File: src/sv/sdes_pkg.sv
package sdes_pkg;

  localparam int unsigned KeyW  = 10;
  localparam int unsigned ByteW = 8;
  localparam int unsigned NibW  = 4;

  localparam logic OP_ENCRYPT = 1'b0;
  localparam logic OP_DECRYPT = 1'b1;

  typedef struct packed {
    logic [ByteW-1:0] k1;
    logic [ByteW-1:0] k2;
  } subkeys_t;

  localparam logic [3:0] IP_TAB  [8]  = '{4'd1, 4'd5, 4'd2, 4'd0, 4'd3, 4'd7, 4'd4, 4'd6};
  localparam logic [3:0] IPI_TAB [8]  = '{4'd3, 4'd0, 4'd2, 4'd4, 4'd6, 4'd1, 4'd7, 4'd5};
  localparam logic [3:0] EP_TAB  [8]  = '{4'd3, 4'd0, 4'd1, 4'd2, 4'd1, 4'd2, 4'd3, 4'd0};
  localparam logic [3:0] P10_TAB [10] = '{4'd2, 4'd4, 4'd1, 4'd6, 4'd3,
                                          4'd9, 4'd0, 4'd8, 4'd7, 4'd5};
  localparam logic [3:0] P8_TAB  [8]  = '{4'd5, 4'd2, 4'd6, 4'd3, 4'd7, 4'd4, 4'd9, 4'd8};

  localparam logic [1:0] SBOX0 [4][4] = '{'{2'd1, 2'd0, 2'd3, 2'd2},
                                          '{2'd3, 2'd2, 2'd1, 2'd0},
                                          '{2'd0, 2'd2, 2'd1, 2'd3},
                                          '{2'd3, 2'd1, 2'd0, 2'd2}};
  localparam logic [1:0] SBOX1 [4][4] = '{'{2'd0, 2'd1, 2'd2, 2'd3},
                                          '{2'd2, 2'd0, 2'd1, 2'd3},
                                          '{2'd3, 2'd0, 2'd1, 2'd0},
                                          '{2'd2, 2'd1, 2'd0, 2'd3}};

  function automatic logic [ByteW-1:0] ip(logic [ByteW-1:0] v);
    logic [ByteW-1:0] r;
    for (int i = 0; i < 8; i++) begin
      r[i] = v[IP_TAB[i][2:0]];
    end
    return r;
  endfunction

  function automatic logic [ByteW-1:0] ip_inv(logic [ByteW-1:0] v);
    logic [ByteW-1:0] r;
    for (int i = 0; i < 8; i++) begin
      r[i] = v[IPI_TAB[i][2:0]];
    end
    return r;
  endfunction

  function automatic logic [ByteW-1:0] ep(logic [NibW-1:0] v);
    logic [ByteW-1:0] r;
    for (int i = 0; i < 8; i++) begin
      r[i] = v[EP_TAB[i][1:0]];
    end
    return r;
  endfunction

  function automatic logic [KeyW-1:0] p10(logic [KeyW-1:0] v);
    logic [KeyW-1:0] r;
    for (int i = 0; i < 10; i++) begin
      r[i] = v[P10_TAB[i]];
    end
    return r;
  endfunction

  function automatic logic [ByteW-1:0] p8(logic [KeyW-1:0] v);
    logic [ByteW-1:0] r;
    for (int i = 0; i < 8; i++) begin
      r[i] = v[P8_TAB[i]];
    end
    return r;
  endfunction

  function automatic logic [4:0] rotl5(logic [4:0] v, int unsigned s);
    logic [9:0] w;
    w = {v, v} << s;
    return w[9:5];
  endfunction

  function automatic logic [NibW-1:0] round_f(logic [NibW-1:0] r, logic [ByteW-1:0] k);
    logic [ByteW-1:0] e;
    logic [1:0]       s0;
    logic [1:0]       s1;
    e  = ep(r) ^ k;
    s0 = SBOX0[{e[0], e[3]}][{e[1], e[2]}];
    s1 = SBOX1[{e[4], e[7]}][{e[5], e[6]}];
    return {s0, s1};
  endfunction

endpackage

File: src/sv/sdes_byte_cipher_top.sv
// Simplified DES byte cipher. One byte enters per clock on the slave stream while the
// output side is not stalled, and leaves on the master stream after passing three
// register stages: the initial permutation, the first round with the half swap, and the
// second round with the inverse permutation; a stall holds each full stage in place. A
// key write on the cfg channel is always accepted and the derived subkeys are registered,
// so the new key applies from the next cycle on.
module sdes_byte_cipher_top (
  input  logic                        clk_i,
  input  logic                        rst_ni,
  input  logic                        cfg_valid_i,
  output logic                        cfg_ready_o,
  input  logic [sdes_pkg::KeyW-1:0]   cfg_data_i,
  input  logic                        s_axis_tvalid,
  output logic                        s_axis_tready,
  input  logic [7:0]                  s_axis_tdata,   // [7:0] data_in
  input  logic                        s_axis_tuser,   // [0] opcode
  output logic                        m_axis_tvalid,
  input  logic                        m_axis_tready,
  output logic [7:0]                  m_axis_tdata    // [7:0] data_out
);

  localparam int unsigned NW = sdes_pkg::NibW;

  sdes_pkg::subkeys_t keys;

  logic          v1_q, v2_q, v3_q;
  logic          v1_d, v2_d, v3_d;
  logic          rdy1, rdy2, rdy3;
  logic          op1_q, op2_q;
  logic [NW-1:0] l1_q, r1_q, l2_q, r2_q;
  logic [NW-1:0] l1_new, l2_new;
  logic [7:0]    p_in;
  logic [7:0]    out_q, out_d;

  assign cfg_ready_o = 1'b1;

  sdes_key_sched u_key (
    .clk_i      (clk_i),
    .rst_ni     (rst_ni),
    .cfg_valid_i(cfg_valid_i),
    .cfg_data_i (cfg_data_i),
    .keys_o     (keys)
  );

  assign rdy3 = !v3_q || m_axis_tready;
  assign rdy2 = !v2_q || rdy3;
  assign rdy1 = !v1_q || rdy2;
  assign s_axis_tready = rdy1;

  assign v1_d = rdy1 ? s_axis_tvalid : v1_q;
  assign v2_d = rdy2 ? v1_q : v2_q;
  assign v3_d = rdy3 ? v2_q : v3_q;

  always_ff @(posedge clk_i or negedge rst_ni) begin
    if (!rst_ni) begin
      v1_q <= 1'b0;
      v2_q <= 1'b0;
      v3_q <= 1'b0;
    end else begin
      v1_q <= v1_d;
      v2_q <= v2_d;
      v3_q <= v3_d;
    end
  end

  assign p_in = sdes_pkg::ip(s_axis_tdata);

  sdes_round u_round1 (
    .op_i     (op1_q),
    .l_i      (l1_q),
    .r_i      (r1_q),
    .enc_key_i(keys.k1),
    .dec_key_i(keys.k2),
    .l_o      (l1_new)
  );

  sdes_round u_round2 (
    .op_i     (op2_q),
    .l_i      (l2_q),
    .r_i      (r2_q),
    .enc_key_i(keys.k2),
    .dec_key_i(keys.k1),
    .l_o      (l2_new)
  );

  assign out_d = sdes_pkg::ip_inv({l2_new, r2_q});

  always_ff @(posedge clk_i) begin
    if (rdy1 && s_axis_tvalid) begin
      op1_q <= s_axis_tuser;
      l1_q  <= p_in[7:4];
      r1_q  <= p_in[3:0];
    end
    if (rdy2 && v1_q) begin
      op2_q <= op1_q;
      l2_q  <= r1_q;     // swap
      r2_q  <= l1_new;
    end
    if (rdy3 && v2_q) begin
      out_q <= out_d;
    end
  end

  assign m_axis_tvalid = v3_q;
  assign m_axis_tdata  = out_q;

endmodule

File: src/sv/sdes_key_sched.sv
module sdes_key_sched (
  input  logic                       clk_i,
  input  logic                       rst_ni,
  input  logic                       cfg_valid_i,
  input  logic [sdes_pkg::KeyW-1:0]  cfg_data_i,
  output sdes_pkg::subkeys_t         keys_o
);

  logic [sdes_pkg::KeyW-1:0] perm_key;
  logic [4:0]                hi1;
  logic [4:0]                lo1;
  sdes_pkg::subkeys_t        keys_d;
  sdes_pkg::subkeys_t        keys_q;

  always_comb begin
    perm_key  = sdes_pkg::p10(cfg_data_i);
    hi1       = sdes_pkg::rotl5(perm_key[9:5], 1);
    lo1       = sdes_pkg::rotl5(perm_key[4:0], 1);
    keys_d.k1 = sdes_pkg::p8({hi1, lo1});
    keys_d.k2 = sdes_pkg::p8({sdes_pkg::rotl5(hi1, 2), sdes_pkg::rotl5(lo1, 2)});
  end

  // key 0 yields all-zero subkeys
  always_ff @(posedge clk_i or negedge rst_ni) begin
    if (!rst_ni) begin
      keys_q <= '0;
    end else if (cfg_valid_i) begin
      keys_q <= keys_d;
    end
  end

  assign keys_o = keys_q;

endmodule

File: src/sv/sdes_round.sv
module sdes_round (
  input  logic                        op_i,
  input  logic [sdes_pkg::NibW-1:0]   l_i,
  input  logic [sdes_pkg::NibW-1:0]   r_i,
  input  logic [sdes_pkg::ByteW-1:0]  enc_key_i,
  input  logic [sdes_pkg::ByteW-1:0]  dec_key_i,
  output logic [sdes_pkg::NibW-1:0]   l_o
);

  logic [sdes_pkg::ByteW-1:0] key;

  assign key = (op_i == sdes_pkg::OP_DECRYPT) ? dec_key_i : enc_key_i;
  assign l_o = l_i ^ sdes_pkg::round_f(r_i, key);

endmodule

File: config.mk
export PLATFORM = sky130hd
export DESIGN_NAME = sdes_byte_cipher_top
export DESIGN_NICKNAME = d
export VERILOG_FILES = /design/src/sv/sdes_pkg.sv /design/src/sv/sdes_byte_cipher_top.sv /design/src/sv/sdes_key_sched.sv /design/src/sv/sdes_round.sv
export SDC_FILE = /design/constraint.sdc
export NUM_CORES = 1
export LEC_CHECK = 0
export BUFFER_PORTS_ARGS = -buffer_cell sky130_fd_sc_hd__buf_4
export CAP_MARGIN = 10
export CORE_ASPECT_RATIO = 0.9
export CORE_MARGIN = 3
export CORE_UTILIZATION = 55
export CTS_CLUSTER_DIAMETER = 40
export CTS_CLUSTER_SIZE = 12
export DETAILED_ROUTE_END_ITERATION = 10
export PLACE_DENSITY = 0.8
export SLEW_MARGIN = 20
export SYNTH_ARGS = -nofsm -noshare
export SYNTH_HDL_FRONTEND = slang
export SYNTH_SLANG_ARGS = --single-unit
export TNS_END_PERCENT = 100
File: constraint.sdc
create_clock -name clk_i -period 2.55 [get_ports clk_i]
set_input_delay 0.6375 -clock clk_i [delete_from_list [all_inputs] [get_ports clk_i]]
set_output_delay 0.6375 -clock clk_i [all_outputs]
set_load 0.02 [all_outputs]
Yosys cells after proc, flatten, opt, wreduce, memory -nomap -nowiden
Index checks and enable logic that the tools add are counted.
{"block": "word_totals", "ff_bits": 45, "in_bits": 24, "out_inout_bits": 11, "word_cells": 67}
{"block": "classes", "order_cmp": 8, "muxes": 26, "bitwise_logic": 12, "n_reduce_logical": 9}
{"op": "2-to-1 mux 8 bit", "n": 10}
{"op": "binary-select mux 8 bit (select 2 bit)", "n": 4}
{"op": ">= comparator 3 bit, second input constant", "n": 8}
{"op": "inverter 2 -> 3 bit", "n": 8}
{"op": "binary-select mux 2 bit (select 2 bit)", "n": 4}
{"op": "2-to-1 mux 2 bit", "n": 8}
{"op": "XOR 8 bit", "n": 2}
{"op": "XOR 4 bit", "n": 2}
{"op": "logical AND 1 bit", "n": 3}
{"op": "zero test 1 bit", "n": 3}
{"op": "logical OR 1 bit", "n": 3}

Depth between registers and ports, before layout
{"block": "logic_depth", "ltp_word": 10, "ltp_mapped": 8, "depth_no_buf": 7}

Cells and area by module
Synthesis repeated with hierarchy kept, for this count alone.
{"block": "hier_totals", "hier_cells": 137, "area_unflattened_um2": 2064.5}
{"module": "sdes_byte_cipher_top", "n_inst": 1, "cells_each": 40, "area_each_um2": 937.1, "seq_area_each_um2": 855.8}
{"module": "sdes_round", "n_inst": 2, "cells_each": 35, "area_each_um2": 335.3, "seq_area_each_um2": 0.0}
{"module": "sdes_key_sched", "n_inst": 1, "cells_each": 27, "area_each_um2": 456.7, "seq_area_each_um2": 250.2}

Worst setup path before layout
No wires, ideal clock.
{"block": "synth_timing", "kind": "register -> register", "from": "register op1_q", "to": "register r2_q[0] (data pin)", "setup_ns": 0.258, "arrival_time_ns": 1.848, "path_slack_ns": 0.445, "stages_incl_launch_ff": 9, "synth_period_minus_slack_ns": 2.105, "path_cell_list": "edfxtp_1 buf_6 mux2i_1 xnor2_1 inv_1 ha_1 inv_1 mux4_2 xnor2_1"}
{"block": "synth_via", "elab_chain_len": 10}
{"item": "from (decl)", "line": "sdes_byte_cipher_top.sv:29", "source": "logic op1_q, op2_q;"}
{"item": "from (signal assigned)", "line": "sdes_byte_cipher_top.sv:90", "source": "op1_q <= s_axis_tuser;"}
{"item": "2-to-1 mux 8 bit *", "line": "sdes_round.sv:12", "source": "assign key = (op_i == sdes_pkg::OP_DECRYPT) ? dec_key_i : enc_key_i;"}
{"item": "XOR 8 bit *", "line": "sdes_pkg.sv:81", "source": "e = ep(r) ^ k;"}
{"item": "inverter 2 -> 3 bit (not written as such)", "line": "sdes_pkg.sv:83", "source": "s1 = SBOX1[{e[4], e[7]}][{e[5], e[6]}];"}
{"item": "binary-select mux 8 bit (select 2 bit)", "line": "sdes_pkg.sv:83"}
{"item": "2-to-1 mux 8 bit (not written as such) (2 in series)", "line": "sdes_pkg.sv:83"}
{"item": "binary-select mux 2 bit (select 2 bit) *", "line": "sdes_pkg.sv:83"}
{"item": "2-to-1 mux 2 bit (not written as such) * (2 in series)", "line": "sdes_pkg.sv:83"}
{"item": "XOR 4 bit *", "line": "sdes_round.sv:13", "source": "assign l_o = l_i ^ sdes_pkg::round_f(r_i, key);"}
{"item": "named net l1_new[0]", "line": "sdes_byte_cipher_top.sv:31", "source": "logic [NW-1:0] l1_new, l2_new;"}
{"item": "to (signal assigned)", "line": "sdes_byte_cipher_top.sv:97", "source": "r2_q <= l1_new;"}
{"item": "to (decl)", "line": "sdes_byte_cipher_top.sv:30", "source": "logic [NW-1:0] l1_q, r1_q, l2_q, r2_q;"}
Mark *: on every way through the listed nets, which the timed path passes. The rest lies on a longest branch. The select of a mux whose other input is x is not followed.
A chain may end at the register's enable or synchronous reset.

Worst setup path after layout
Same ends and word-level chain as after synthesis.

==> flow_summary.yaml <==
status:
  status: "finished clean"
worst_setup_path:
  crit_fanout: 4
  max_stage_delay_ps: 460
  crit_slowest_cell: "mux4_2"
  worstPathRequired_ps: 2600
  worst-path-stages: 7
  crit_type: "reg2reg"
  end_kind: "flip-flop"
  worstRegToRegCells: 7
  reg2reg_slack_ps: 340
  start_kind: "flip-flop"
  arrival_ps: 2260
  crit_chain: "mux2i_1, xnor2_1, inv_1, ha_1, inv_1, mux4_2, xnor2_1"
  cp_top_family: "multiplexers"
  cp_num_buf_inv: 2
logic_synthesis:
  synth.ff_latch_count: 39
  synth.distinct_cells: 30
  ys_seq_area_share_pct: 56.6
  syn-cell-area_sq_um: 1950
  synthCells: 132
  postSynthAreaPerCell_sq_um: 14.8
  synth_fp_nets: 158
  synth.yosys.warnings: 0
clock_network:
  clkSlewWorstSetupHoldPaths_ps: 80
  clock_latency_ps: 290
  root_buffer: "clkbuf_8"
  cts_tree: "built"
  cts_hold_buffers: 0
  cts.sinks: 39
  cts-buffers-inserted: 5
  htreeDepth: 2
  cts_buffer_depth: 2
  cts_resized: 0
  cts_setup_buffers: 0
final_layout:
  num-fill-cells: 236
  drive_gt1_share_pct: 35.9
  diodes: 0
  fin_nets: 195
  syn_to_final_growth_pct: 20.8
routing:
  wl_um: 3550
  vias_per_cell: 5.40
  drc_errors: 0
  postRouteAntennaNets: 0
  dr.first_iter.drc_count: 51
  first_pass_iters: 4
  via_count: 1144
  wire_per_inst_um: 16.7
pwr:
  leakagePower_nw: 0.965
  peakVddDrop_mv: 0.501
  p_per_area_nw_per_um2: 891
timing:
  worst_slew_pin_slew_ps: 785
  setup_viol: 0
  fin_crit_ps: 2210
  hold_violations: 0
  setup_ws_ps: 335
  clock_skew_ps: 7.12
  slew_viol_final: 0
  timing.slew.headroom_pct: 47.5
  hold_ws_ps: 178
  period_share_pct: 86.8
  fmax_ghz: 0.452
  fin_setup_tns_ps: 0
  rsz0062_at_grt: "no"
floorplan:
  die_h_um: 62.6
  core_area_sq_um: 3230
  start_util_pct: 60.4
  dieArea_sq_um: 4310
  ios: 35
  die_w_um: 68.8
  row_count: 19
worst_hold_path:
  hold_class: "in2async"
global_route:
  grt_max_degree: 14
  grt_pass1_wl_um: 5980
  grt_pass1_vias: 1277
  gr-usage-all-layers_pct: 19.5
  grt.overflow.total: 0
  grt_antenna_before_repair: 0
flow_run:
  max_cap_violations: 0
placed_design:
  place_hpwl_um: 2780
  dp_slack_ps: 389
  place_congestion: 0.822
  io_buffers: 33
[cells in the mapped netlist, drive strengths merged]
| master | n | area share, % |
|---|---|---|
| nand3 | 2 | 0.51 |
| clkbuf | 1 | 0.19 |
| o221ai | 2 | 0.90 |
| nand2b | 1 | 0.32 |
| and2 | 1 | 0.32 |
| or3b | 3 | 1.3 |
| o21ai | 1 | 0.45 |
| ha | 2 | 1.3 |
| inv | 4 | 0.77 |
| dfrtp | 13 | 17 |
| nand2 | 2 | 0.38 |
| edfxtp | 26 | 40 |
| a21o | 1 | 0.38 |
| nor2b | 3 | 0.96 |
| and2b | 1 | 0.38 |
| a21oi | 1 | 0.26 |
| xor2 | 8 | 3.6 |
| a21boi | 1 | 0.38 |
| mux2i | 17 | 9.3 |
| buf | 3 | 1.5 |
| o211ai | 2 | 1.0 |
| xnor2 | 20 | 9.3 |
| mux2 | 14 | 8.1 |
| or2 | 1 | 0.32 |
| conb | 1 | 0.19 |
| mux4 | 1 | 1.2 |
[placed cells by master (no fill, tap or decap), drive strengths merged]
cell type,netlist,layout
buf,3,34
edfxtp,26,26
xnor2,20,20
mux2i,17,17
mux2,14,14
dfrtp,13,13
xor2,8,8
clkbuf,1,6
inv,4,4
nor2b,3,3
or3b,3,3
nand3,2,2
nand2,2,2
o221ai,2,2
ha,2,2
bufinv,0,2
o211ai,2,2
a21oi,1,1
mux4,1,1
and2,1,1
a21boi,1,1
o21ai,1,1
and2b,1,1
a21o,1,1
nand2b,1,1
or2,1,1
conb,1,1
[flip-flops by register name (all words and copies together), names as in the netlist, 4 cells and up]
name and count:
r1_q 4, l2_q 4, u_key.keys_o 10, r2_q 4, l1_q 4, m_axis_tdata 8
[worst paths after layout]
path | endpoint | from
min in group clk_i | v2_q | v1_q
setup / recovery | r2_q[0] | op1_q
hold / removal | m_axis_tvalid | rst_ni
setup reg to reg | r2_q[0] | op1_q
max in group asynchronous | u_key.keys_o[11] | rst_ni
hold reg to reg | v2_q | v1_q
[worst reg2reg max path: stages, from the launching register on]
cell and delay (ps):
edfxtp_1 450, mux2i_1 160, xnor2_1 360, inv_1 90, ha_1 280, inv_1 40
mux4_2 460, xnor2_1 150
[final cells by class]
type,instances,area (sq um),share of cell area (%)
clock inverter,2,60.1,2.54
timing repair buffer,34,255,10.8
sequential,39,1110,46.8
tap,42,52.6,2.23
clock buffer,6,72.6,3.07
inverter,4,15.0,0.636
multi-input combinational,85,800,33.9
[power breakdown]
group          switching, mW  internal [mW]  total (mW)
Sequential            0.0759          0.809       0.885
Combinational          0.297          0.316       0.613
Clock                  0.214          0.391       0.605
Total                  0.587           1.52        2.10
[logic make-up after synthesis]
| logic type | synth area share [%] |
|---|---|
| AOI/OAI and AO/OA | 3.39 |
| xor gates and xnor gates | 12.9 |
| adders and majority gates | 1.28 |
| buffers and inverters | 2.50 |
| DFF | 56.6 |
| muxes | 18.6 |
| other | 0.192 |
| and+or+nand+nor | 4.55 |
[routing by layer]
layer | vias to the layer above | routed length, um | global-route usage, %
met4 | 0 | 43 | 5.11
li1 | 547 | - | -
met1 | 555 | 1460 | 23.3
met3 | 6 | 145 | 5.94
met2 | 36 | 1900 | 33.4
met5 | - | 0 | 0
[through the flow]
step	total power, mW	instance area [sq um]	instances	util (%)
after global routing	2.22	2360	212	73.0
after detailed placement	1.52	2230	204	68.9
after floorplan	1.34	1950	132	-
final	2.10	2360	212	73.0
after global placement	1.48	2230	204	68.9
after CTS	2.12	2360	212	73.0
Power figures use the tool's default switching activity.
